===== src/mpta_pkg.sv =====
// Shared types and constants for the MAC presence table with aging.
// Used by mpta_cell, mpta_head and mac_presence_table_aging.
`default_nettype none

package mpta_pkg;

  // Table geometry and field widths
  localparam int DEFAULT_DEPTH = 256;
  localparam int MAC_W         = 48;
  localparam int TTL_W         = 8;
  localparam int RSSI_W        = 8;
  localparam int STATUS_W      = 2;
  localparam int INDEX_W       = 8;
  localparam int COUNT_W       = 8;
  localparam int EXPIRED_W     = 9;

  // TTL reload value after reset
  localparam logic [TTL_W-1:0] TTL_RELOAD_RESET = 8'd60;

  // Item opcodes
  localparam logic OP_FRAME = 1'b0;
  localparam logic OP_TICK  = 1'b1;

  // Result status codes
  localparam logic [STATUS_W-1:0] STATUS_REFRESH = 2'd0;
  localparam logic [STATUS_W-1:0] STATUS_NEW     = 2'd1;
  localparam logic [STATUS_W-1:0] STATUS_WRAP    = 2'd2;
  localparam logic [STATUS_W-1:0] STATUS_TICK    = 2'd3;

  // One table entry as it travels along the ring
  typedef struct packed {
    logic [MAC_W-1:0]  mac;
    logic [TTL_W-1:0]  ttl;
    logic [RSSI_W-1:0] rssi;
    logic              active;
  } entry_t;

  // Transaction held for the length of one sweep
  typedef struct packed {
    logic              op;
    logic [MAC_W-1:0]  mac;
    logic [RSSI_W-1:0] rssi;
    logic [TTL_W-1:0]  ttl_reload;
  } req_t;

  // Position of the slot now at the head of the ring
  typedef struct packed {
    logic in_fill;   // slot is below the fill count
    logic at_fill;   // slot is the next one to append
    logic matched;   // an earlier slot already matched
  } head_pos_t;

  // What the head did to the passing slot
  typedef struct packed {
    logic hit;
    logic expire;
    logic append;
  } head_res_t;

  // Sequencer states
  typedef enum logic {
    ST_IDLE,
    ST_SWEEP
  } state_t;

endpackage

`default_nettype wire


===== src/mpta_head.sv =====
// Update logic at the head of the entry ring: match, refresh, append, age.
// Depends on mpta_pkg for entry, request and result types.
`default_nettype none

module mpta_head (
  input  wire mpta_pkg::req_t      req,
  input  wire mpta_pkg::head_pos_t pos,
  input  wire mpta_pkg::entry_t    cur,
  output mpta_pkg::entry_t         upd,
  output mpta_pkg::head_res_t      res
);

  logic [mpta_pkg::TTL_W-1:0] ttl_dec;

  assign ttl_dec = cur.ttl - 1'b1;

  // Decide the fate of the slot passing the head
  always_comb begin
    upd = cur;
    res = '0;
    if (req.op == mpta_pkg::OP_TICK) begin
      // Age active filled slots, drop those reaching zero
      if (pos.in_fill && cur.active) begin
        upd.ttl = ttl_dec;
        if (ttl_dec == '0) begin
          upd.active = 1'b0;
          res.expire = 1'b1;
        end
      end
    end else begin
      if (pos.in_fill && !pos.matched && (cur.mac == req.mac)) begin
        // Refresh the first matching slot
        upd.ttl    = req.ttl_reload;
        upd.rssi   = req.rssi;
        upd.active = 1'b1;
        res.hit    = 1'b1;
      end else if (pos.at_fill && !pos.matched) begin
        // No match among filled slots: append here
        upd.mac    = req.mac;
        upd.ttl    = req.ttl_reload;
        upd.rssi   = req.rssi;
        upd.active = 1'b1;
        res.append = 1'b1;
      end
    end
  end

endmodule

`default_nettype wire


===== config.mk =====
export PLATFORM = sky130hd
export DESIGN_NAME = mpta_head
export DESIGN_NICKNAME = d
export VERILOG_FILES = /design/src/mpta_pkg.sv /design/src/mpta_head.sv
export SDC_FILE = /design/constraint.sdc
export NUM_CORES = 1
export LEC_CHECK = 0
export BUFFER_PORTS_ARGS = -buffer_cell sky130_fd_sc_hd__buf_2
export CORE_AREA = 2 2 78 80
export DETAILED_ROUTE_END_ITERATION = 10
export DIE_AREA = 0 0 80 82
export PLACE_DENSITY = 0.79
export SETUP_SLACK_MARGIN = 0.5
export SLEW_MARGIN = 5
export SYNTH_ARGS = -nofsm -noshare
export SYNTH_HDL_FRONTEND = slang
export SYNTH_SLANG_ARGS = --single-unit

===== constraint.sdc =====
create_clock -name vclk -period 6.2
set_input_delay 0.62 -clock vclk [all_inputs]
set_output_delay 0.62 -clock vclk [all_outputs]
set_load 0.005 [all_outputs]

# --- After elaboration in Yosys (flattened, before gate mapping) ---
# Index checks and enable logic that the tools add are counted.
op_classes:
  add_sub_neg: 1
  multipliers: 0
  div_mod_pow: 0
  magnitude_cmp: 0
  eq_ne: 1
  n_shift: 0
  muxes: 18
  n_bitwise: 0
  n_reduce_logical: 6
op_table:
  columns: ["cell", "n"]
  rows:
  - ["48-bit 2-to-1 mux", 2]
  - ["65-bit 2-to-1 mux", 1]
  - ["48-bit == test", 1]
  - ["8-bit 2-to-1 mux", 3]
  - ["17-bit 2-to-1 mux", 1]
  - ["1-bit 2-to-1 mux", 11]
  - ["8-bit zero test", 1]
  - ["8-bit by 1-bit subtractor with 8-bit output (second input constant)", 1]
  - ["1-bit logical AND", 4]
  - ["1-bit zero test", 1]
word_totals:
  regBits: 0
  latch_bits: 0
  mem_bits_rw: 0
  mem_bits_ro: 0
  input_bits: 133
  out_inout_bits: 68
  elab_cells: 26
  memories: 0

# --- Longest topological paths before layout ---
depth:
  ltp_word: 5
  ltp_mapped: 9

# --- Worst setup path after synthesis ---
# OpenSTA, ideal clock, no wires.
synth_timing:
  kind: "input -> output"
  start: "input req[31] (netlist name)"
  end: "output upd[2] (netlist name)"
  t_arrival_ns: 2.955
  t_required_ns: 5.580
  slack_ns: 2.625
  cell_stages: 8
  n_path_buf: 2
  cell_sequence: "xor2_1 > or4_1 > or4_1 > or4_1 > buf_6 > a21oi_4 > buf_6 > mux2_4"
synth_lines:
  columns: ["element", "line_no", "source"]
  rows:
  - ["from (decl)", "mpta_head.sv:6", "input wire mpta_pkg::req_t req,"]
  - ["to (decl)", "mpta_head.sv:9", "output mpta_pkg::entry_t upd,"]

==> impl_metrics.tcl <==
set metrics [dict create \
    status "complete, no violations" \
    drive_above_1_share_pct 61.54 \
    num_rows 28 \
    netlist_area_sq_um 2006 \
    hold_end "upd[7]" \
    synthSimpleGateAreaFrac_pct 25.02 \
    min_path_type "primary input to output port" \
    cts_hold_buf 0 \
    fmax_ghz 0.2214 \
    drt-met1-wl_mm 2.669 \
    p_leak_nw 1.513 \
    via_per_inst 5.131 \
    met2WireLength_mm 3.908 \
    synth_top_family_by_area "multiplexers" \
    drc_errors 0 \
    syn_to_final_growth_pct 49.28 \
    drv_slew 0 \
    grt_pass1_wl_mm 10.50 \
    start_kind "primary input" \
    grt.total_usage_pct 19.52 \
    dr.first_iter.drc_count 80 \
    syn_nets 375 \
    worst_ep_arrival_time_ns 3.90 \
    dieArea_sq_um 6560 \
    detail_route.wirelength_mm 7.292 \
    ctsResizeCount 0 \
    worstMarginPinSlew_ns 0.6726 \
    synth_xor_area_share_pct 19.21 \
    netlist_instances 240 \
    fin_crit_sh_pct 72.84 \
    final_area_sq_um 2994 \
    fillers 564 \
    io_buffers 201 \
    synth_cell_types 43 \
    grt_overflow 0 \
    setup_viol 0 \
    dr_total_vias 2586 \
    io_pins 201 \
    die_x_um 80 \
    synthAdderAreaFrac_pct 1.248 \
    wl_met3_um 651 \
    crit_start "req[31]" \
    period_minus_slack_ns 4.516 \
    regArea_sq_um 0 \
    start_util_pct 34.91 \
    muxShareOfSynthArea_pct 34.25 \
    seq_cells 0 \
    postCtsSetupBuffers 0 \
    dr.pass1.iters 4 \
    holdCritStartpoint "cur[7]" \
    finalSetupTns_ns 0 \
    power.density_nw_per_um2 67.09 \
    hold_depth 3 \
    critPathMaxFanout 49 \
    antenna_left 0 \
    ir_drop_v 0.00003731 \
    dpl-instance-area_sq_um 2994 \
    routed.top_layer "met4" \
    synth_compound_area_share_pct 12.48 \
    ys_warn_count 0 \
    wire_per_inst_um 14.47 \
    ys_seq_area_share_pct 0 \
    mostFrequentLayoutCell "buf_2" \
    final_hold_viol_count 0 \
    n_clock_buffer 0 \
    rsz0062_at_grt "no" \
    grt_max_degree 50 \
    cap_violations 0 \
    antenna_cells 0 \
    grt_antenna_before_repair 0 \
    core_sq_um 5746 \
    required_ns 5.58 \
    fin_nets 566 \
    syn_avg_cell_area_sq_um 8.357 \
    final_cell_mix "201 x buf_2, 41 x mux2_2, 28 x xor2_1" \
    critPathCaptureType "output port" \
    timing.slew.headroom_pct 55.16 \
    die_h_um 82 \
    gp_congestion 0.8495 \
    worstSetupPathType "primary input to output port" \
    grt_pass1_vias 2346 \
    place_hpwl_mm 6.446 \
]
-- stage by stage --
step / instances / hold WS (ns) / total power, W / util (%) / setup WS (ns)
floorplan: 240 / 1.343 / 0.0001022 / - / 2.625
global placement: 504 / 1.533 / 0.0001975 / 52.11 / 1.701
detailed placement: 504 / 1.533 / 0.0002010 / 52.11 / 1.646
CTS: 504 / 1.534 / 0.0002022 / 52.11 / 1.643
global route: 504 / 1.543 / 0.0002196 / 52.11 / 1.537
finish: 504 / 1.532 / 0.0002009 / 52.11 / 1.684
-- cell usage after synthesis (all sizes together) (2+ instances only) --
master	number	area, sq um
nor4bb	2	20.02
inv	12	45.04
nor3	3	15.01
mux2	56	686.9
nor2	10	37.54
a21bo	5	50.05
nand3	4	20.02
nand4	11	68.82
nand2b	9	56.30
clkbuf	3	11.26
a21boi	3	22.52
xnor2	16	140.1
a41oi	2	17.52
a31oi	6	37.54
nor3b	2	15.01
buf	9	100.1
ha	2	25.02
nor4b	4	35.03
nand4b	2	17.52
and3	2	12.51
a21oi	4	31.28
nor4	12	75.07
nand2	5	26.27
a22oi	4	30.03
o21ai	3	15.01
xor2	28	245.2
nor2b	8	50.05
or4	4	30.03
-- layout make-up --
| class | instances | area, sq um | area share (%) |
|---|---|---|---|
| multi-input cells | 216 | 1849 | 61.76 |
| repair buffers | 201 | 1006 | 33.60 |
| inverters | 12 | 45.04 | 1.504 |
| well taps | 75 | 93.84 | 3.134 |
-- power breakdown --
part | leakage, nW | switching (W) | internal [W]
combinational | 1.51 | 0.0000924 | 0.000108
sequential | 0 | 0 | 0
clock | 0 | 0 | 0
-- layer usage --
layer  GRT usage [%]  vias to the layer above
met5               0                        -
met2           40.17                      157
met1           22.21                     1146
met4           2.203                        0
met3           1.538                        6
li1                -                     1277
-- logic make-up after synthesis --
family                     Yosys count
AOI/OAI and AO/OA                   33
xor gates and xnor gates            44
adders and majority gates            2
buffers and inverters               24
muxes                               56
and+or+nand+nor                     81
-- critical path: stages --
cell and delay, ns:
buf_2 0.11, xor2_1 0.17, or4_1 0.51, or4_1 0.53, or4_1 0.74, nand2_4 0.64, mux2_2 0.44, buf_2 0.13
-- worst max path at each step --
stage	end
3_5_place_dp	upd[17]
3_3_place_gp	upd[17]
4_1_cts	upd[17]
6_report	upd[17]
2_1_floorplan	upd[2]
5_1_grt	upd[17]
Note: power is estimated with default switching activity, not from simulation.
