==> src/mpta_pkg.sv <==
// Shared types and constants for the MAC presence table with aging.
// Used by mpta_cell, mpta_head and mac_presence_table_aging.
`default_nettype none

package mpta_pkg;

  // Table geometry and field widths
  localparam int DEFAULT_DEPTH = 256;
  localparam int MAC_W         = 48;
  localparam int TTL_W         = 8;
  localparam int RSSI_W        = 8;
  localparam int STATUS_W      = 2;
  localparam int INDEX_W       = 8;
  localparam int COUNT_W       = 8;
  localparam int EXPIRED_W     = 9;

  // TTL reload value after reset
  localparam logic [TTL_W-1:0] TTL_RELOAD_RESET = 8'd60;

  // Item opcodes
  localparam logic OP_FRAME = 1'b0;
  localparam logic OP_TICK  = 1'b1;

  // Result status codes
  localparam logic [STATUS_W-1:0] STATUS_REFRESH = 2'd0;
  localparam logic [STATUS_W-1:0] STATUS_NEW     = 2'd1;
  localparam logic [STATUS_W-1:0] STATUS_WRAP    = 2'd2;
  localparam logic [STATUS_W-1:0] STATUS_TICK    = 2'd3;

  // One table entry as it travels along the ring
  typedef struct packed {
    logic [MAC_W-1:0]  mac;
    logic [TTL_W-1:0]  ttl;
    logic [RSSI_W-1:0] rssi;
    logic              active;
  } entry_t;

  // Transaction held for the length of one sweep
  typedef struct packed {
    logic              op;
    logic [MAC_W-1:0]  mac;
    logic [RSSI_W-1:0] rssi;
    logic [TTL_W-1:0]  ttl_reload;
  } req_t;

  // Position of the slot now at the head of the ring
  typedef struct packed {
    logic in_fill;   // slot is below the fill count
    logic at_fill;   // slot is the next one to append
    logic matched;   // an earlier slot already matched
  } head_pos_t;

  // What the head did to the passing slot
  typedef struct packed {
    logic hit;
    logic expire;
    logic append;
  } head_res_t;

  // Sequencer states
  typedef enum logic {
    ST_IDLE,
    ST_SWEEP
  } state_t;

endpackage

`default_nettype wire

==> src/mpta_cell.sv <==
// One storage cell of the entry ring: holds one table entry.
// Depends on mpta_pkg for the entry type.
`default_nettype none

module mpta_cell (
  input  wire logic            clk,
  input  wire logic            shift,
  input  wire mpta_pkg::entry_t d,
  output mpta_pkg::entry_t      q
);

  // Take the neighbor's entry on each ring step
  always_ff @(posedge clk) begin
    if (shift) begin
      q <= d;
    end
  end

endmodule

`default_nettype wire

==> config.mk <==
export PLATFORM = sky130hd
export DESIGN_NAME = mpta_cell
export DESIGN_NICKNAME = d
export VERILOG_FILES = /design/src/mpta_pkg.sv /design/src/mpta_cell.sv
export SDC_FILE = /design/constraint.sdc
export NUM_CORES = 1
export LEC_CHECK = 0
export BUFFER_PORTS_ARGS = -buffer_cell sky130_fd_sc_hd__buf_4
export CAP_MARGIN = 40
export CORE_AREA = 2 2 108 58
export CTS_CLUSTER_SIZE = 30
export DETAILED_ROUTE_END_ITERATION = 10
export DIE_AREA = 0 0 110 60
export PLACE_DENSITY = 0.82
export SLEW_MARGIN = 20
export SYNTH_ARGS = -nofsm -noshare
export SYNTH_HDL_FRONTEND = slang
export SYNTH_SLANG_ARGS = --single-unit
==> constraint.sdc <==
create_clock -name clk -period 0.8 [get_ports clk]
set_input_delay 0.08 -clock clk [delete_from_list [all_inputs] [get_ports clk]]
set_output_delay 0.08 -clock clk [all_outputs]
set_load 0.02 [all_outputs]
* Yosys cells after proc, flatten, opt, wreduce, memory -nomap -nowiden
Index checks and enable logic that the tools add are counted.
** Storage, ports and cells
- Bits of input ports :: 67
- Memories kept :: 0
- Bits in writable memories :: 0
- Bits in latches :: 0
- Register bits after elaboration :: 65
- Memory bits (read-only) :: 0
- Output and inout bits :: 65
** Cells by class
- Add/subtract/negate cells :: 0
- Magnitude comparators :: 0
- Bitwise logic cells :: 0
- $mul :: 0
- Mux-type cells :: 0
- Equal/unequal tests :: 0
- Reductions and logical operators :: 0
- Shift operators :: 0
- Divide/modulo/power cells :: 0

* Longest topological paths before layout
Gate-level depths: netlist of run 1.
- Depth in word-level cells :: 0
- Depth in mapped cells :: 0
- Mapped depth without buffers :: 0

* Worst setup path after synthesis of run 1
OpenSTA, ideal clock, no wires.
- Path kind :: reg2out
- Start point :: register q[0] (netlist name)
- End point :: output q[0] (netlist name)
- Slack :: 0.271 ns
- Stages on the path, launching flop included :: 1
- Arrival :: 0.449 ns
- Path buffers :: 0
- Cells stage by stage :: edfxtp_1
** RTL lines
- start: declaration :: line mpta_cell.sv:9 : output mpta_pkg::entry_t q
- start signal: assignment :: line mpta_cell.sv:15 : q <= d;
No word-level cell between the ends.

* Worst setup path after layout of run 1
- Start point :: register q[14] (netlist name)
- End point :: output q[14] (netlist name)
No word-level cell between the ends.

==> flow_summary.json, run 1 <==
{
  "holdWs_ns": 0.2046,
  "arrival_ns": 0.91,
  "first_global_vias": 1627,
  "cts_tree": "yes",
  "peakVddDrop_mv": 1.300,
  "maxCapViolCount": 0,
  "grt_setup_unrepaired": "true",
  "final_layout_size_suffix_gt1_share_pct": 53.55,
  "p_int_w": 0.006706,
  "cts_buffers": 9,
  "critical_path.slowest_cell": "edfxtp_1",
  "cts.path.max_buffers": 2,
  "h-tree-depth": 3,
  "synth.area.top_cells": "edfxtp_1 100%",
  "timing.critical_path.cells": "buf_6",
  "multi_input_cells": 0,
  "clk_pin_slew_worst_paths_ns": 0.07,
  "wire_per_inst_um": 16.23,
  "total_leakage_power_nw": 1.758,
  "fin_ws_ns": -0.1906,
  "timing.critical_path.fanout_max": 1,
  "finalSetupViolations": 65,
  "globalRoute.totalOverflow": 0,
  "multi_input_comb_area_um2": 0,
  "run_status": "finished, violations left",
  "postLayoutCellArea_um2": 4207,
  "delay_contributed_by_the_slowest_stage_of_the_critical_path_ns": 0.43,
  "tightest_slew_ns": 0.1293,
  "first_pass_iters": 4,
  "final_max_slew_viol_count": 0,
  "syn2layout_area_growth_pct": 115.5,
  "mapped_nets": 132,
  "hold_depth": 2,
  "initial_core_util_pct": 34.06,
  "final_period_minus_worst_setup_slack_ns": 0.9906,
  "synthDominantAreaCellType": "edfxtp_1",
  "route.detailed.vias_per_inst": 4.206,
  "die_height_um": 60,
  "drt_iter0_markers": 69,
  "netlist_area_um2": 1952,
  "synth-warning-count": 0,
  "netSwitchingPower_w": 0.002021,
  "antenna_violations_before_repair": 0,
  "achievable-frequency_mhz": 1010,
  "post-cts-setup-buffers": 0,
  "synth.yosys.seq_area_share_pct": 100.0,
  "power.clock.fraction_pct": 34.6,
  "io_buffer_count": 131,
  "timing.critical_path.from_type": "flip-flop",
  "ant_nets": 0,
  "whs_endpoint": "q[34]",
  "grtUsageTotal_pct": 17.64,
  "switching_share_pct": 23.16,
  "design.final.nets": 344,
  "post_syn_instances": 65,
  "finalHoldViolCount": 0,
  "number_of_diodes": 0,
  "path_type_of_the_worst_min_delay_path": "in -> reg",
  "synth_cell_types": 1,
  "postSynthRegisterBits": 65,
  "timing.slew.headroom_pct": 91.38,
  "core.rowCount": 20,
  "worst-setup-path-type": "reg -> out",
  "hold_path.startpoint": "shift",
  "dpl.cell_count": 278,
  "die_area_um2": 6600,
  "finalNonFillerCells": 359,
  "layout_top_registers": "q (65)",
  "critical_path.n_buffers_inverters": 1,
  "critPathTopFamily": "flip-flops",
  "route.final.wire_length_um": 5828,
  "cts.root.buffer_cell": "clkbuf_8",
  "largest-register": "q",
  "vias": 1510,
  "dpl_cell_area_um2": 3094,
  "power.sequential.fraction_pct": 48.0,
  "grt_start_max_net_pins": 25,
  "grt_first_pass_wirelength_um": 8162,
  "clkSinkCount": 65,
  "total_negative_slack_ns": -9.380,
  "data_required_time_of_the_worst_path_ns": 0.72,
  "floorplan.core_area_um2": 5731,
  "final_min_period_over_clock_period_pct": 123.8,
  "chipWidth_um": 110,
  "ios": 132,
  "comb_power_share_pct": 17.4,
  "synth_top_cell_area_share_pct": 100.0,
  "violated_checks": "negative setup slack",
  "dpl_worst_slack_ns": 0.07289,
  "cp-end-kind": "primary output",
  "p_per_area_nw_per_um2": 2075,
  "route.detailed.drc": 0,
  "largest_reg_flops": 65,
  "avgSynthCellArea_um2": 30.03,
  "gp_routability_congestion": 0.7052
}
-- layout make-up --
cell class,instances,area [um2]
Clock buffer,9,123.9
Tap cell,77,96.34
Sequential cell,65,1952
Fill cell,348,1524
Clock inverter,7,93.84
Timing Repair Buffer,201,1941
-- stage by stage --
| stage | total power, W | util, % |
|---|---|---|
| after floorplan | 0.004546 | - |
| after global placement | 0.005267 | 54.00 |
| after detailed placement | 0.005298 | 54.00 |
| after CTS | 0.008765 | 73.28 |
| after global routing | 0.009025 | 73.41 |
| final | 0.008728 | 73.41 |
-- routing by layer --
metal	GRT usage (%)	part of all wire [%]	up-vias
met2	31.99	52	87
met5	0	0	-
met3	5.562	9.0	13
met4	8.137	1.9	0
met1	19.19	37	722
li1	-	-	688
-- synth_stat cells --
library cell / number
edfxtp_1: 65
-- cells in the final DEF, fill, tap and decap left out --
cell	instances
buf_6	65
inv_6	1
buf_4	69
edfxtp_1	65
buf_12	2
clkinv_1	1
clkinvlp_4	1
clkbuf_8	9
bufinv_16	2
clkinv_2	1
clkinv_4	1
dlygate4sd3_1	65
-- power by group through the flow --
stage / clock network, W / logic (W) / registers (W)
after detailed placement: 0 / 0.00110 / 0.00420
after CTS: 0.00308 / 0.00150 / 0.00418
after global routing: 0.00323 / 0.00159 / 0.00421
final: 0.00302 / 0.00152 / 0.00419
after floorplan: 0 / 0 / 0.00455
after global placement: 0 / 0.00108 / 0.00419
-- worst max path at each step --
stage | from | endpoint | slack [ns] | cells past startpoint
6_report | q[14] | q[14] | -0.19 | 1
5_1_grt | q[14] | q[14] | -0.22 | 1
4_1_cts | q[14] | q[14] | -0.21 | 1
3_5_place_dp | shift | q[2] | 0.07 | 2
3_3_place_gp | shift | q[7] | 0.08 | 2
2_1_floorplan | q[0] | q[0] | 0.27 | 0
-- cells by family (layout without fill, tap and decap cells) --
logic type / after synthesis / count (layout) / synth area share, %
flops: 65 / 65 / 100.0
buf+inv: 0 / 217 / 0
-- timing repair --
action / in CTS / in global routing
setup endpoints to repair: 65 / 65
resized for setup: 63 / 2
pin swaps: 0 / 0
endpoints found under the hold margin: 65 / 0
hold buffers: 65 / 0
Power figures use the tool's default switching activity.
==> run 2: changes to the inputs <==
Settings changed: PLACE_DENSITY 0.82 to 0.83, SETUP_SLACK_MARGIN from default to 0.15.
==> run 2 against run 1 <==
The flow still finishes with violations (negative setup slack); sequential power about the same; worst hold slack got worse by 0.082 ns; combinational power hardly changed; total power is 4.4% lower; final cell count down 0.56%; clock power shrank 13%; wire length rose by 3.6%; worst setup slack better by 0.0071 ns; global-route usage increased by 1.2 points; critical endpoint is now q[60]; largest cell class is now non-clock buffers.
==> flow_summary.json, run 2 (synthesis gave the netlist of run 1 again) <==
{
  "globalRoute.totalOverflow": 0,
  "fin_ws_ns": -0.1835,
  "clk_pin_slew_worst_paths_ns": 0.07,
  "route.detailed.drc": 0,
  "data_required_time_of_the_worst_path_ns": 0.72,
  "multi_input_cells": 0,
  "floorplan.core_area_um2": 5731,
  "number_of_diodes": 0,
  "syn2layout_area_growth_pct": 115.2,
  "report.power.total_w": 0.008344,
  "total_leakage_power_nw": 1.873,
  "largest_reg_flops": 65,
  "crit_cells": 1,
  "largest-register": "q",
  "wire_per_inst_um": 16.90,
  "cp-end-kind": "primary output",
  "initial_core_util_pct": 34.06,
  "post-cts-setup-buffers": 0,
  "final_layout_size_suffix_gt1_share_pct": 52.86,
  "drt_iter0_markers": 65,
  "grtUsageTotal_pct": 18.86,
  "final_max_slew_viol_count": 0,
  "critPathTopFamily": "flip-flops",
  "dpl_cell_area_um2": 3079,
  "multi_input_comb_area_um2": 0,
  "route.final.wire_length_um": 6035,
  "timing.slew.headroom_pct": 89.08,
  "worst-setup-path-type": "reg -> out",
  "core.rowCount": 20,
  "cts_buffers": 9,
  "timing.critical_path.from_type": "flip-flop",
  "postLayoutCellArea_um2": 4200,
  "die_height_um": 60,
  "timing.critical_path.fanout_max": 1,
  "chipWidth_um": 110,
  "ios": 132,
  "first_global_vias": 1514,
  "arrival_ns": 0.90,
  "route.detailed.vias_per_inst": 4.123,
  "hold_depth": 2,
  "grt_start_max_net_pins": 32,
  "cts_tree": "yes",
  "most-common-layout-cells": "67 x buf_4, 65 x buf_6, 65 x edfxtp_1",
  "maxCapViolCount": 0,
  "delay_contributed_by_the_slowest_stage_of_the_critical_path_ns": 0.42,
  "h-tree-depth": 3,
  "dpl_worst_slack_ns": 0.07328,
  "antenna_violations_before_repair": 0,
  "grt_setup_unrepaired": "true",
  "first_pass_iters": 4,
  "finalSetupViolations": 65,
  "die_area_um2": 6600,
  "clkSinkCount": 65,
  "achievable-frequency_mhz": 1017,
  "cts.root.buffer_cell": "clkbuf_8",
  "critical_path.n_buffers_inverters": 1,
  "critical_path.slowest_cell": "edfxtp_1",
  "final_period_minus_worst_setup_slack_ns": 0.9835,
  "timing.critical_path.cells": "buf_6",
  "final_min_period_over_clock_period_pct": 122.9,
  "layout_top_registers": "q (65)",
  "leading_cell_type_in_the_layout_fill_and_taps_excluded": "buf_4",
  "run_status": "finished, violations left",
  "vias": 1472,
  "cts.path.max_buffers": 2,
  "tightest_slew_ns": 0.1637,
  "p_per_area_nw_per_um2": 1986,
  "dpl.cell_count": 276,
  "ant_nets": 0,
  "grt_first_pass_wirelength_um": 8362,
  "gp_routability_congestion": 0.7070,
  "finalNonFillerCells": 357,
  "peakVddDrop_mv": 1.078,
  "io_buffer_count": 131,
  "path_type_of_the_worst_min_delay_path": "in -> reg",
  "violated_checks": "negative setup slack",
  "finalHoldViolCount": 0,
  "design.final.nets": 342
}
-- run 2: area by class of cell --
type	count	area, um2
Tap cell	77	96.34
Timing Repair Buffer	199	1966
Clock inverter	6	58.81
Clock buffer	10	127.6
Sequential cell	65	1952
Fill cell	354	1530
-- run 2: where the power goes --
part | switching, W | internal, W
sequential | 0.000136 | 0.00406
combinational | 0.000627 | 0.000907
clock | 0.00120 | 0.00142
total | 0.00196 | 0.00638
-- run 2: what timing repair did --
item	in CTS	in global routing
resized for setup	63	18
hold endpoints to repair	65	0
endpoints found under the setup margin	65	81
hold buffers	65	0
-- run 2: path summary, 6_finish.rpt --
path / startpoint / to / slack, ns
setup / recovery: q[60] / q[60] / -0.18
hold / removal: d[24] / q[24] / 0.12
-- run 2: per-stage QoR --
stage	util, %	hold slack [ns]	TNS (ns)
final	73.30	0.1224	-9.293
after global routing	73.30	0.1130	-12.60
after CTS	72.47	0.1489	-10.93
after detailed placement	53.73	0.2593	0
after global placement	53.73	0.2582	0
after floorplan	-	0.1789	0
-- run 2: per-layer routing --
metal	up-vias	track usage (%)	routed length (um)
li1	684	-	-
met1	700	21.74	2329
met2	80	30.94	3107
met3	8	8.506	510
met4	0	8.137	87
met5	-	0	0
